$ cat src/hw/rtl/fii_pkg.sv
// Shared types, widths, codes and reset values for the fractal iterator block.
package fii_pkg;

    // Number format and datapath widths
    localparam int COORD_W   = 48;               // z, c, d components, signed Q.F
    localparam int HALF_W    = COORD_W / 2;      // multiplier operand width
    localparam int PP_W      = 2 * HALF_W;       // one partial product
    localparam int ACC_W     = 2 * COORD_W + 4;  // exact sum of two products, with headroom

    // Field and register widths
    localparam int COL_W      = 10;
    localparam int ROW_W      = 9;
    localparam int ITER_W     = 16;
    localparam int OUTCOME_W  = 2;
    localparam int STEP_W     = 32;
    localparam int ESC_W      = 18;
    localparam int EPS_W      = 32;
    localparam int CFG_IDX_W  = 3;
    localparam int CFG_DATA_W = 48;

    // Parameter defaults
    localparam int DEF_MAX_COLUMNS   = 1024;
    localparam int DEF_MAX_ROWS      = 512;
    localparam int DEF_FRACTION_BITS = 28;

    // Saturation bounds of one component
    localparam logic signed [COORD_W-1:0] COORD_MAX = {1'b0, {(COORD_W-1){1'b1}}};
    localparam logic signed [COORD_W-1:0] COORD_MIN = {1'b1, {(COORD_W-1){1'b0}}};

    // Register reset values
    localparam logic signed [COORD_W-1:0] RST_ORIGIN_REAL = -48'sd419430400;
    localparam logic signed [COORD_W-1:0] RST_ORIGIN_IMAG = -48'sd9385855;
    localparam logic [STEP_W-1:0]         RST_PIXEL_STEP  = 32'd39108;
    localparam logic [ESC_W-1:0]          RST_ESCAPE      = 18'd100000;
    localparam logic [ITER_W-1:0]         RST_ITER_LIMIT  = 16'd1000;
    localparam logic [EPS_W-1:0]          RST_EPSILON_SQ  = 32'd268;
    localparam logic                      RST_INTERIOR_ON = 1'b1;

    // Register indexes on the configuration port
    typedef enum logic [CFG_IDX_W-1:0] {
        REG_ORIGIN_REAL     = 3'd0,
        REG_ORIGIN_IMAG     = 3'd1,
        REG_PIXEL_STEP      = 3'd2,
        REG_ESCAPE_LIMIT    = 3'd3,
        REG_ITERATION_LIMIT = 3'd4,
        REG_EPSILON_SQUARED = 3'd5,
        REG_INTERIOR_TEST   = 3'd6
    } cfg_idx_t;

    // Outcome codes
    typedef enum logic [OUTCOME_W-1:0] {
        OUT_ESCAPED  = 2'd0,
        OUT_INTERIOR = 2'd1,
        OUT_LIMIT    = 2'd2
    } outcome_t;

    // Input word
    typedef struct packed {
        logic [COL_W-1:0] pixel_column;
        logic [ROW_W-1:0] pixel_row;
    } pixel_t;

    // Result word
    typedef struct packed {
        logic [ITER_W-1:0]    iteration_count;
        logic [OUTCOME_W-1:0] outcome;
    } result_t;

    // Configuration register file
    typedef struct packed {
        logic signed [COORD_W-1:0] origin_real;
        logic signed [COORD_W-1:0] origin_imag;
        logic [STEP_W-1:0]         pixel_step;
        logic [ESC_W-1:0]          escape_limit;
        logic [ITER_W-1:0]         iteration_limit;
        logic [EPS_W-1:0]          epsilon_squared;
        logic                      interior_test_on;
    } cfg_t;

    // Sequencer to multiply-accumulate unit
    typedef struct packed {
        logic       issue;   // form one partial product this cycle
        logic       clear;   // zero the accumulator
        logic       negate;  // subtract this product's term
        logic [1:0] part;    // [0] picks the half of a, [1] the half of b
    } mac_ctrl_t;

    // Handshake between top level and sequencer
    typedef struct packed {
        logic start;
        logic take;
    } seq_cmd_t;

    typedef struct packed {
        logic idle;
        logic done;
    } seq_stat_t;

endpackage

$ cat src/hw/rtl/fii_mac.sv
// Shared multiplier and accumulator: one 24x24 partial product per cycle, summed exactly.
module fii_mac
    import fii_pkg::*;
(
    input  logic                      aclk,
    input  logic                      aresetn,
    input  mac_ctrl_t                 ctrl,
    input  logic signed [COORD_W-1:0] op_a,
    input  logic signed [COORD_W-1:0] op_b,
    output logic signed [ACC_W-1:0]   acc
);

    logic [COORD_W-1:0]       a_mag;
    logic [COORD_W-1:0]       b_mag;
    logic [HALF_W-1:0]        a_half;
    logic [HALF_W-1:0]        b_half;
    logic [PP_W-1:0]          pp_next;
    logic [PP_W-1:0]          pp_reg;
    logic [1:0]               sh_next;
    logic [1:0]               sh_reg;
    logic                     sub_next;
    logic                     sub_reg;
    logic                     vld_reg;
    logic [ACC_W-1:0]         term;
    logic signed [ACC_W-1:0]  acc_next;
    logic signed [ACC_W-1:0]  acc_reg;

    // Sign-magnitude split, pick halves, multiply
    always_comb begin
        a_mag    = op_a[COORD_W-1] ? COORD_W'(-op_a) : COORD_W'(op_a);
        b_mag    = op_b[COORD_W-1] ? COORD_W'(-op_b) : COORD_W'(op_b);
        a_half   = ctrl.part[0] ? a_mag[COORD_W-1:HALF_W] : a_mag[HALF_W-1:0];
        b_half   = ctrl.part[1] ? b_mag[COORD_W-1:HALF_W] : b_mag[HALF_W-1:0];
        pp_next  = PP_W'(a_half) * PP_W'(b_half);
        sh_next  = {1'b0, ctrl.part[0]} + {1'b0, ctrl.part[1]};
        sub_next = ctrl.negate ^ op_a[COORD_W-1] ^ op_b[COORD_W-1];
    end

    always_ff @(posedge aclk) begin
        pp_reg  <= pp_next;
        sh_reg  <= sh_next;
        sub_reg <= sub_next;
    end

    always_ff @(posedge aclk) begin
        if (!aresetn) begin
            vld_reg <= 1'b0;
        end else begin
            vld_reg <= ctrl.issue;
        end
    end

    // Align the registered partial product
    always_comb begin
        case (sh_reg)
            2'd0:    term = ACC_W'(pp_reg);
            2'd1:    term = ACC_W'(pp_reg) << HALF_W;
            2'd2:    term = ACC_W'(pp_reg) << (2 * HALF_W);
            default: term = '0;
        endcase
    end

    // Accumulate
    always_comb begin
        acc_next = acc_reg;
        if (ctrl.clear) begin
            acc_next = '0;
        end else if (vld_reg) begin
            acc_next = sub_reg ? (acc_reg - $signed(term)) : (acc_reg + $signed(term));
        end
    end

    always_ff @(posedge aclk) begin
        acc_reg <= acc_next;
    end

    assign acc = acc_reg;

endmodule

$ cat src/hw/rtl/fii_seq.sv
// Pixel sequencer: sets up c, runs the escape and derivative iteration as jobs on the MAC.
module fii_seq
    import fii_pkg::*;
#(
    parameter int MAX_COLUMNS   = DEF_MAX_COLUMNS,
    parameter int MAX_ROWS      = DEF_MAX_ROWS,
    parameter int FRACTION_BITS = DEF_FRACTION_BITS
)
(
    input  logic                      aclk,
    input  logic                      aresetn,
    input  cfg_t                      cfg,
    input  seq_cmd_t                  cmd,
    input  pixel_t                    pixel,
    output seq_stat_t                 stat,
    output result_t                   result,
    output mac_ctrl_t                 mac_ctrl,
    output logic signed [COORD_W-1:0] op_a,
    output logic signed [COORD_W-1:0] op_b,
    input  logic signed [ACC_W-1:0]   acc
);

    localparam int SEQ_STEP_W  = 4;
    localparam int ISSUE_STEPS = 8;   // two products, four partial products each
    localparam int LAST_STEP   = 9;   // accumulator settled, result used
    localparam int FIN_W       = ACC_W + 2;

    localparam logic signed [COORD_W-1:0] D_ONE   = COORD_W'(64'd1 << FRACTION_BITS);
    localparam logic signed [FIN_W-1:0]   SAT_HI  = FIN_W'(COORD_MAX);
    localparam logic signed [FIN_W-1:0]   SAT_LO  = FIN_W'(COORD_MIN);

    typedef enum logic [2:0] {
        ST_IDLE = 3'b001,
        ST_RUN  = 3'b010,
        ST_DONE = 3'b100
    } seq_state_t;

    typedef enum logic [2:0] {
        JOB_CRE  = 3'd0,   // c_re = origin_real + step * column
        JOB_CIM  = 3'd1,   // c_im = origin_imag + step * row
        JOB_DMAG = 3'd2,   // |d|^2
        JOB_ZMAG = 3'd3,   // |z|^2
        JOB_DRE  = 3'd4,   // 2 (d_re z_re - d_im z_im)
        JOB_DIM  = 3'd5,   // 2 (d_re z_im + d_im z_re)
        JOB_ZRE  = 3'd6,   // z_re^2 - z_im^2 + c_re
        JOB_ZIM  = 3'd7    // 2 z_re z_im + c_im
    } job_t;

    seq_state_t                state_reg, state_next;
    job_t                      job_reg, job_next;
    logic [SEQ_STEP_W-1:0]     step_reg, step_next;
    logic [ITER_W-1:0]         iter_reg, iter_next, iter_inc;
    logic [ITER_W-1:0]         limit_reg, limit_next;
    logic                      intr_reg, intr_next;
    logic [COL_W-1:0]          col_reg, col_next;
    logic [ROW_W-1:0]          row_reg, row_next;
    logic signed [COORD_W-1:0] c_re_reg, c_re_next, c_im_reg, c_im_next;
    logic signed [COORD_W-1:0] z_re_reg, z_re_next, z_im_reg, z_im_next;
    logic signed [COORD_W-1:0] d_re_reg, d_re_next, d_im_reg, d_im_next;
    logic signed [COORD_W-1:0] nd_re_reg, nd_re_next, nd_im_reg, nd_im_next;
    logic signed [COORD_W-1:0] nz_re_reg, nz_re_next;
    result_t                   res_reg, res_next;

    logic                      prod_sel;
    logic                      neg;
    logic                      dbl;
    logic                      scale;
    logic signed [COORD_W-1:0] fin_add;
    logic signed [FIN_W-1:0]   fin_pre, fin_shift, fin_sum;
    logic signed [COORD_W-1:0] fin_val;
    logic [ACC_W-1:0]          esc_cmp, eps_cmp;
    logic                      d_small, z_out;
    job_t                      loop_job;

    // Operand and finish selection per job
    assign prod_sel = step_reg[2];

    always_comb begin
        op_a    = '0;
        op_b    = '0;
        neg     = 1'b0;
        dbl     = 1'b0;
        scale   = 1'b1;
        fin_add = '0;
        case (job_reg)
            JOB_CRE: begin
                op_a    = prod_sel ? '0 : COORD_W'(cfg.pixel_step);
                op_b    = prod_sel ? '0 : COORD_W'(col_reg);
                scale   = 1'b0;
                fin_add = cfg.origin_real;
            end
            JOB_CIM: begin
                op_a    = prod_sel ? '0 : COORD_W'(cfg.pixel_step);
                op_b    = prod_sel ? '0 : COORD_W'(row_reg);
                scale   = 1'b0;
                fin_add = cfg.origin_imag;
            end
            JOB_DMAG: begin
                op_a = prod_sel ? d_im_reg : d_re_reg;
                op_b = prod_sel ? d_im_reg : d_re_reg;
            end
            JOB_ZMAG: begin
                op_a = prod_sel ? z_im_reg : z_re_reg;
                op_b = prod_sel ? z_im_reg : z_re_reg;
            end
            JOB_DRE: begin
                op_a = prod_sel ? d_im_reg : d_re_reg;
                op_b = prod_sel ? z_im_reg : z_re_reg;
                neg  = prod_sel;
                dbl  = 1'b1;
            end
            JOB_DIM: begin
                op_a = prod_sel ? d_im_reg : d_re_reg;
                op_b = prod_sel ? z_re_reg : z_im_reg;
                dbl  = 1'b1;
            end
            JOB_ZRE: begin
                op_a    = prod_sel ? z_im_reg : z_re_reg;
                op_b    = prod_sel ? z_im_reg : z_re_reg;
                neg     = prod_sel;
                fin_add = c_re_reg;
            end
            JOB_ZIM: begin
                op_a    = z_re_reg;
                op_b    = z_im_reg;
                fin_add = c_im_reg;
            end
            default: begin
                op_a = '0;
                op_b = '0;
            end
        endcase
    end

    // MAC control
    always_comb begin
        mac_ctrl.issue  = (state_reg == ST_RUN) && (step_reg < SEQ_STEP_W'(ISSUE_STEPS));
        mac_ctrl.clear  = (state_reg == ST_RUN) && (step_reg == '0);
        mac_ctrl.negate = neg;
        mac_ctrl.part   = step_reg[1:0];
    end

    // Rescale, add offset, saturate to one component
    always_comb begin
        fin_pre   = dbl ? (FIN_W'(acc) <<< 1) : FIN_W'(acc);
        fin_shift = scale ? (fin_pre >>> FRACTION_BITS) : fin_pre;
        fin_sum   = fin_shift + FIN_W'(fin_add);
        if (fin_sum > SAT_HI) begin
            fin_val = COORD_MAX;
        end else if (fin_sum < SAT_LO) begin
            fin_val = COORD_MIN;
        end else begin
            fin_val = fin_sum[COORD_W-1:0];
        end
    end

    // Magnitude tests on the exact sum of squares
    always_comb begin
        esc_cmp  = ACC_W'(cfg.escape_limit) << (2 * FRACTION_BITS);
        eps_cmp  = ACC_W'(cfg.epsilon_squared) << FRACTION_BITS;
        d_small  = $unsigned(acc) < eps_cmp;
        z_out    = intr_reg ? (esc_cmp < $unsigned(acc)) : !($unsigned(acc) < esc_cmp);
        loop_job = intr_reg ? JOB_DMAG : JOB_ZMAG;
        iter_inc = iter_reg + 1'b1;
    end

    // Sequencer
    always_comb begin
        state_next = state_reg;
        job_next   = job_reg;
        step_next  = step_reg;
        iter_next  = iter_reg;
        limit_next = limit_reg;
        intr_next  = intr_reg;
        col_next   = col_reg;
        row_next   = row_reg;
        c_re_next  = c_re_reg;
        c_im_next  = c_im_reg;
        z_re_next  = z_re_reg;
        z_im_next  = z_im_reg;
        d_re_next  = d_re_reg;
        d_im_next  = d_im_reg;
        nd_re_next = nd_re_reg;
        nd_im_next = nd_im_reg;
        nz_re_next = nz_re_reg;
        res_next   = res_reg;
        case (state_reg)
            ST_IDLE: begin
                if (cmd.start) begin
                    col_next   = (32'(pixel.pixel_column) >= 32'(MAX_COLUMNS)) ?
                                 COL_W'(MAX_COLUMNS - 1) : pixel.pixel_column;
                    row_next   = (32'(pixel.pixel_row) >= 32'(MAX_ROWS)) ?
                                 ROW_W'(MAX_ROWS - 1) : pixel.pixel_row;
                    limit_next = cfg.iteration_limit;
                    intr_next  = cfg.interior_test_on;
                    iter_next  = '0;
                    d_re_next  = D_ONE;
                    d_im_next  = '0;
                    job_next   = JOB_CRE;
                    step_next  = '0;
                    state_next = ST_RUN;
                end
            end
            ST_RUN: begin
                if (step_reg != SEQ_STEP_W'(LAST_STEP)) begin
                    step_next = step_reg + 1'b1;
                end else begin
                    step_next = '0;
                    case (job_reg)
                        JOB_CRE: begin
                            c_re_next = fin_val;
                            z_re_next = fin_val;
                            job_next  = JOB_CIM;
                        end
                        JOB_CIM: begin
                            c_im_next = fin_val;
                            z_im_next = fin_val;
                            // zero limit: no iteration at all
                            if (limit_reg == '0) begin
                                res_next.iteration_count = '0;
                                res_next.outcome         = OUT_LIMIT;
                                state_next               = ST_DONE;
                            end else begin
                                job_next = loop_job;
                            end
                        end
                        JOB_DMAG: begin
                            if (d_small) begin
                                res_next.iteration_count = iter_reg;
                                res_next.outcome         = OUT_INTERIOR;
                                state_next               = ST_DONE;
                            end else begin
                                job_next = JOB_ZMAG;
                            end
                        end
                        JOB_ZMAG: begin
                            if (z_out) begin
                                res_next.iteration_count = iter_reg;
                                res_next.outcome         = OUT_ESCAPED;
                                state_next               = ST_DONE;
                            end else begin
                                job_next = intr_reg ? JOB_DRE : JOB_ZRE;
                            end
                        end
                        JOB_DRE: begin
                            nd_re_next = fin_val;
                            job_next   = JOB_DIM;
                        end
                        JOB_DIM: begin
                            nd_im_next = fin_val;
                            job_next   = JOB_ZRE;
                        end
                        JOB_ZRE: begin
                            nz_re_next = fin_val;
                            job_next   = JOB_ZIM;
                        end
                        JOB_ZIM: begin
                            // commit the whole iteration at once
                            z_re_next = nz_re_reg;
                            z_im_next = fin_val;
                            if (intr_reg) begin
                                d_re_next = nd_re_reg;
                                d_im_next = nd_im_reg;
                            end
                            iter_next = iter_inc;
                            if (iter_inc == limit_reg) begin
                                res_next.iteration_count = limit_reg;
                                res_next.outcome         = OUT_LIMIT;
                                state_next               = ST_DONE;
                            end else begin
                                job_next = loop_job;
                            end
                        end
                        default: begin
                            job_next = JOB_CRE;
                        end
                    endcase
                end
            end
            ST_DONE: begin
                if (cmd.take) begin
                    state_next = ST_IDLE;
                end
            end
            default: begin
                state_next = ST_IDLE;
            end
        endcase
    end

    always_ff @(posedge aclk) begin
        if (!aresetn) begin
            state_reg <= ST_IDLE;
            job_reg   <= JOB_CRE;
            step_reg  <= '0;
        end else begin
            state_reg <= state_next;
            job_reg   <= job_next;
            step_reg  <= step_next;
        end
    end

    always_ff @(posedge aclk) begin
        iter_reg  <= iter_next;
        limit_reg <= limit_next;
        intr_reg  <= intr_next;
        col_reg   <= col_next;
        row_reg   <= row_next;
        c_re_reg  <= c_re_next;
        c_im_reg  <= c_im_next;
        z_re_reg  <= z_re_next;
        z_im_reg  <= z_im_next;
        d_re_reg  <= d_re_next;
        d_im_reg  <= d_im_next;
        nd_re_reg <= nd_re_next;
        nd_im_reg <= nd_im_next;
        nz_re_reg <= nz_re_next;
        res_reg   <= res_next;
    end

    assign stat.idle = (state_reg == ST_IDLE);
    assign stat.done = (state_reg == ST_DONE);
    assign result    = res_reg;

    // Step counter stays inside one job
    a_step_range: assert property (@(posedge aclk) disable iff (!aresetn)
        state_reg == ST_RUN |-> step_reg <= SEQ_STEP_W'(LAST_STEP))
        else $error("job step counter ran past its last step");

    // A running pixel never reaches its limit without having stopped
    a_iter_below_limit: assert property (@(posedge aclk) disable iff (!aresetn)
        (state_reg == ST_RUN && limit_reg != '0) |-> iter_reg < limit_reg)
        else $error("iteration count reached the limit while still running");

    // Limit outcome always reports the full count
    a_limit_count: assert property (@(posedge aclk) disable iff (!aresetn)
        (state_reg == ST_DONE && res_reg.outcome == OUT_LIMIT)
            |-> res_reg.iteration_count == limit_reg)
        else $error("limit outcome with a count other than the limit");

    // New pixels only start from idle
    a_start_idle: assert property (@(posedge aclk) disable iff (!aresetn)
        cmd.start |-> state_reg == ST_IDLE)
        else $error("pixel started while the sequencer was busy");

endmodule

$ cat src/hw/rtl/fractal_iterator_interior_detect_top.sv
// Top level: config registers, input and result handshakes, sequencer and shared MAC.
//
//  channel  | ports                          | word      | direction
//  ---------+--------------------------------+-----------+----------
//  input    | s_valid s_ready s_data         | pixel_t   | in
//  result   | m_valid m_ready m_data         | result_t  | out
//  config   | cfg_valid cfg_ready cfg_index  | 48b data  | in
//           | cfg_data                       |           |
//
//  Each pixel runs the c_re and c_im jobs, then per iteration the |d|^2, |z|^2, d and z jobs
//  in interior mode or the |z|^2 and z jobs in plain mode, plus the stop test jobs.
//  Every job runs on the single 24x24 multiplier: two 48x48 products of four
//  partial products each, then a step to settle and a step to use the sum.
//  Reset loads the register defaults; there is no clearing pass.
//  A result waits in the output register while the next pixel runs; a low m_ready
//  then stalls the sequencer in its done state, and s_ready stays low until it drains.
module fractal_iterator_interior_detect_top
    import fii_pkg::*;
#(
    parameter int MAX_COLUMNS   = DEF_MAX_COLUMNS,
    parameter int MAX_ROWS      = DEF_MAX_ROWS,
    parameter int FRACTION_BITS = DEF_FRACTION_BITS
)
(
    input  logic                  aclk,
    input  logic                  aresetn,
    input  logic                  s_valid,
    output logic                  s_ready,
    input  pixel_t                s_data,
    output logic                  m_valid,
    input  logic                  m_ready,
    output result_t               m_data,
    input  logic                  cfg_valid,
    output logic                  cfg_ready,
    input  logic [CFG_IDX_W-1:0]  cfg_index,
    input  logic [CFG_DATA_W-1:0] cfg_data
);

    cfg_t                      cfg_reg, cfg_next;
    seq_cmd_t                  cmd;
    seq_stat_t                 stat;
    result_t                   result;
    mac_ctrl_t                 mac_ctrl;
    logic signed [COORD_W-1:0] op_a, op_b;
    logic signed [ACC_W-1:0]   acc;
    logic                      m_valid_reg, m_valid_next;
    result_t                   m_data_reg, m_data_next;

    // Register writes; unknown indexes are dropped
    assign cfg_ready = 1'b1;

    always_comb begin
        cfg_next = cfg_reg;
        if (cfg_valid) begin
            case (cfg_index)
                REG_ORIGIN_REAL:     cfg_next.origin_real      = cfg_data;
                REG_ORIGIN_IMAG:     cfg_next.origin_imag      = cfg_data;
                REG_PIXEL_STEP:      cfg_next.pixel_step       = cfg_data[STEP_W-1:0];
                REG_ESCAPE_LIMIT:    cfg_next.escape_limit     = cfg_data[ESC_W-1:0];
                REG_ITERATION_LIMIT: cfg_next.iteration_limit  = cfg_data[ITER_W-1:0];
                REG_EPSILON_SQUARED: cfg_next.epsilon_squared  = cfg_data[EPS_W-1:0];
                REG_INTERIOR_TEST:   cfg_next.interior_test_on = cfg_data[0];
                default: begin
                    cfg_next = cfg_reg;
                end
            endcase
        end
    end

    always_ff @(posedge aclk) begin
        if (!aresetn) begin
            cfg_reg.origin_real      <= RST_ORIGIN_REAL;
            cfg_reg.origin_imag      <= RST_ORIGIN_IMAG;
            cfg_reg.pixel_step       <= RST_PIXEL_STEP;
            cfg_reg.escape_limit     <= RST_ESCAPE;
            cfg_reg.iteration_limit  <= RST_ITER_LIMIT;
            cfg_reg.epsilon_squared  <= RST_EPSILON_SQ;
            cfg_reg.interior_test_on <= RST_INTERIOR_ON;
        end else begin
            cfg_reg <= cfg_next;
        end
    end

    // Input side
    assign s_ready   = stat.idle;
    assign cmd.start = s_valid && stat.idle;

    // Output register, loaded from the sequencer when empty or draining
    assign cmd.take = stat.done && (!m_valid_reg || m_ready);

    always_comb begin
        m_valid_next = m_valid_reg;
        m_data_next  = m_data_reg;
        if (cmd.take) begin
            m_valid_next = 1'b1;
            m_data_next  = result;
        end else if (m_ready) begin
            m_valid_next = 1'b0;
        end
    end

    always_ff @(posedge aclk) begin
        if (!aresetn) begin
            m_valid_reg <= 1'b0;
        end else begin
            m_valid_reg <= m_valid_next;
        end
    end

    always_ff @(posedge aclk) begin
        m_data_reg <= m_data_next;
    end

    assign m_valid = m_valid_reg;
    assign m_data  = m_data_reg;

    fii_seq #(
        .MAX_COLUMNS   (MAX_COLUMNS),
        .MAX_ROWS      (MAX_ROWS),
        .FRACTION_BITS (FRACTION_BITS)
    ) u_seq (
        .aclk     (aclk),
        .aresetn  (aresetn),
        .cfg      (cfg_reg),
        .cmd      (cmd),
        .pixel    (s_data),
        .stat     (stat),
        .result   (result),
        .mac_ctrl (mac_ctrl),
        .op_a     (op_a),
        .op_b     (op_b),
        .acc      (acc)
    );

    fii_mac u_mac (
        .aclk    (aclk),
        .aresetn (aresetn),
        .ctrl    (mac_ctrl),
        .op_a    (op_a),
        .op_b    (op_b),
        .acc     (acc)
    );

endmodule
$ cat config.mk
export PLATFORM = sky130hd
export DESIGN_NAME = fractal_iterator_interior_detect_top
export DESIGN_NICKNAME = d
export VERILOG_FILES = /design/src/hw/rtl/fii_pkg.sv /design/src/hw/rtl/fii_mac.sv /design/src/hw/rtl/fii_seq.sv /design/src/hw/rtl/fractal_iterator_interior_detect_top.sv
export SDC_FILE = /design/constraint.sdc
export NUM_CORES = 2
export LEC_CHECK = 0
export BUFFER_PORTS_ARGS = -buffer_cell sky130_fd_sc_hd__clkbuf_2
export CAP_MARGIN = 20
export CORE_MARGIN = 2
export CORE_UTILIZATION = 25
export DETAILED_ROUTE_END_ITERATION = 12
export GPL_TIMING_DRIVEN = 0
export PLACE_DENSITY = 0.49
export REMOVE_ABC_BUFFERS = 1
export SYNTH_ARGS = -nofsm -noshare
export SYNTH_HDL_FRONTEND = slang
export SYNTH_SLANG_ARGS = --single-unit
$ cat constraint.sdc
create_clock -name aclk -period 13.75 [get_ports aclk]
set_clock_uncertainty 0.2 [all_clocks]
set_input_delay 0 -clock aclk [delete_from_list [all_inputs] [get_ports aclk]]
set_output_delay 0 -clock aclk [all_outputs]
set_load 0.005 [all_outputs]
==> run summary <==
Area growth syn-to-layout: 15.9%
TritonRoute pass-1 iters: 8
Netlist Area Pre-Place: 0.0757 mm2
gr usage total: 0.199
max reg flops: 195
Num Clock Sinks: 878
Final WS setup: 0.562 ns
hold crit path type: input pin to flop
Routed WL: 315000 um
Die W: 554 um
dpl cell area: 0.0820 mm2
Net Sw Power: 4530 uW
largest net degree at the start of global routing: 125
Slew @ Worst Pin: 1.20 ns
Internal: 6220 uW
Hold Crit Depth: 4
first-pass GRT wire length: 455000 um
Synth Area per Inst: 8.76 um2
CTS Buf Count: 101
post-synthesis sequential area ratio: 0.301
Core Footprint: 0.302 mm2
post-route cell area: 0.0878 mm2
sequential share of power: 0.316
Vias/cell: 5.25
top-count cell post-synth: nand2_1
Pwr Total: 10800 uW
Max-Cap Viols: 0
layout cells sized above 1: 0.0783
dpl cells: 12300
R2R Path Start: u_seq.job_reg[1]
ys flop type: edfxtp_1
maximum vdd drop: 0.000142 V
Crit Reg-Reg Endpoint: u_mac.pp_reg[45]
vias in the first global route: 65200
clock period minus worst slack: 13.19 ns
max_slew headroom: 0.175
WHS Endpoint: cfg_reg[17]
clock share of power: 0.274
DP Wirelength: 240000 um
DIE AREA: 0.307 mm2
Critical-path top delay cell: o32ai_1
logic gate share of total power: 0.410
Reg clk slew, reported paths: 0.07 ns
status: finished, final reports clean
switch share: 0.421
initial antenna violation count: 25
Final Setup Violations: 0
Cells after Synth: 8643
I/O Buffers: 94
post-synth top area cell: edfxtp_1
Chip Height: 554 um
Max Clk Rate: 0.0758 GHz
Final #Nets: 9640
Vias: 66900
final hold vios: 0
grt ovf: 0
H-tree depth: 3
Static Leak: 0.0361 uW
Worst EP arrival: 13.53 ns
CTS tree: yes
fin cells: 12700
fill count: 31600
RSZ-0062 raised after global routing: false
multi-input logic area: 0.0489 mm2
Crit path top cell by count: fa_1
yosys warns: 0
Yosys reg bits: 878
Largest stage delay, worst path: 0.92 ns
pwr/cell area: 122 mW/mm2
Starting Density: 0.251
hold path startpoint: cfg_data[16]
row cnt: 202
synth unique cells: 110
final worst-path cycle share: 0.959
Critical Path Fanout Max: 26
DR iter-0 viols: 6958
Yosys top cell area share: 0.206
gpl congestion: 0.928
critical path type: flop to flop
Worst setup EP type: flop
Longest Clk Path Bufs: 3
storage element area: 0.0228 mm2
I/O pin cnt: 96
clk_lat worst skew: 0.77 ns
Synth area leaders: edfxtp_1 21%, fa_1 13%, dfxtp_1 9.5%, ha_1 7.1%, nand2_1 5.8%
reg2reg path depth: 41
DRC Markers: 0
clock root cell: clkbuf_16
Critical Path Source Type: flop
Slew Limit Fails: 0
Commonest cells post-synth: 1169 x nand2_1, 735 x nor2_1, 719 x inv_1
Post-synth EDFFs: 520
Post-Place Setup Slack: -1.64 ns
Routed wire per std cell: 24.7 um
Antenna Violating Nets Remaining: 0
r2r setup slk: 0.56 ns
fraction of registers with async set/reset: 0
Req. time, crit path: 14.10 ns
## worst max-delay path by stage
stage / startpoint / endpoint / slack [ns] / depth (start not counted)
2_1_floorplan: u_seq.job_reg[2] / u_mac.pp_reg[47] / -3.13 / 34
3_3_place_gp: u_seq.job_reg[0] / u_mac.pp_reg[45] / -15.16 / 34
3_5_place_dp: u_seq.job_reg[1] / u_mac.pp_reg[47] / -1.64 / 40
4_1_cts: u_seq.step_reg[2] / u_mac.pp_reg[45] / 0.08 / 41
5_1_grt: u_seq.job_reg[1] / u_mac.pp_reg[45] / 0.04 / 40
6_report: u_seq.job_reg[1] / u_mac.pp_reg[45] / 0.56 / 41
## per-stage QoR
stage,setup TNS [ns],utilization,hold slack (ns)
2_1_floorplan,-70.69,-,-0.138
5_1_grt,0,0.291,0.0308
4_1_cts,0,0.290,0.00147
3_3_place_gp,-3174.05,0.262,-0.0213
6_report,0,0.291,0.0464
3_5_place_dp,-16.83,0.272,-0.0214
## cell families after synthesis
group                    count (synthesis)  synth area share
AO/OA/AOI/OAI                         1958             0.169
XOR/XNOR                               365            0.0422
adder cells (fa/ha/maj)                913             0.199
buffers and inverters                 1233            0.0637
flip-flops                             878             0.301
multiplexers                           340            0.0459
other                                    1         0.0000495
AND/OR/NAND/NOR                       2955             0.179
## placed cells by master, fill, tap and decap left out, types with 47 or more instances in the layout
master,instances
edfxtp_1,520
a21o_1,238
inv_1,714
dfxtp_1,348
clkbuf_16,102
o21a_1,56
nand2_1,1163
ha_1,429
nand4_1,107
nor4_1,60
nand2b_1,70
mux2_2,47
o21bai_1,61
and3_1,66
xnor2_1,204
nor3_1,113
a22oi_1,117
a21oi_1,593
and2_1,202
nand3_1,187
fa_1,484
nor2_1,720
xor2_1,161
clkbuf_2,94
mux2i_1,286
o21ai_0,306
dlygate4sd3_1,166
## area by class of cell
cell class	count	area share
Antenna cell	10	0.000285
Tap cell	3978	0.0567
Clock inverter	65	0.00979
Multi-Input combinational cell	6533	0.557
Sequential cell	878	0.260
Clock buffer	127	0.0315
Timing Repair Buffer	412	0.0534
Inverter	726	0.0313
## critical path, delay by kind of cell (launching register included)
family,cells,cell delay (ns)
adders and majority gates,8,3.86
and+or+nand+nor,12,2.40
xor gates and xnor gates,1,0.31
DFF,1,0.73
buffers and inverters,6,1.29
AOI/OAI and AO/OA,14,4.09
## per-layer routing
metal	GRT usage	routed length, um
met5	0	31
met2	0.316	141000
met1	0.272	137000
met3	0.0307	24100
met4	0.0745	12200
## repair_timing
action                     in CTS  in global routing
buffers inserted                5                  7
setup endpoints to repair      21                 11
hold endpoints to repair      274                  0
cloned                          0                  1
hold buffers                  167                  0
pin swaps                       0                  4
gates resized for setup        25                 32
## power groups by stage
stage          Clock (uW)  Combinational (uW)  Sequential, uW
2_1_floorplan           0                2840            3150
3_3_place_gp            0                4220            3440
3_5_place_dp            0                4240            3420
4_1_cts              3000                4340            3370
5_1_grt              3100                4820            3380
6_report             2940                4410            3390
No activity file was read; power rests on OpenSTA's default activity.
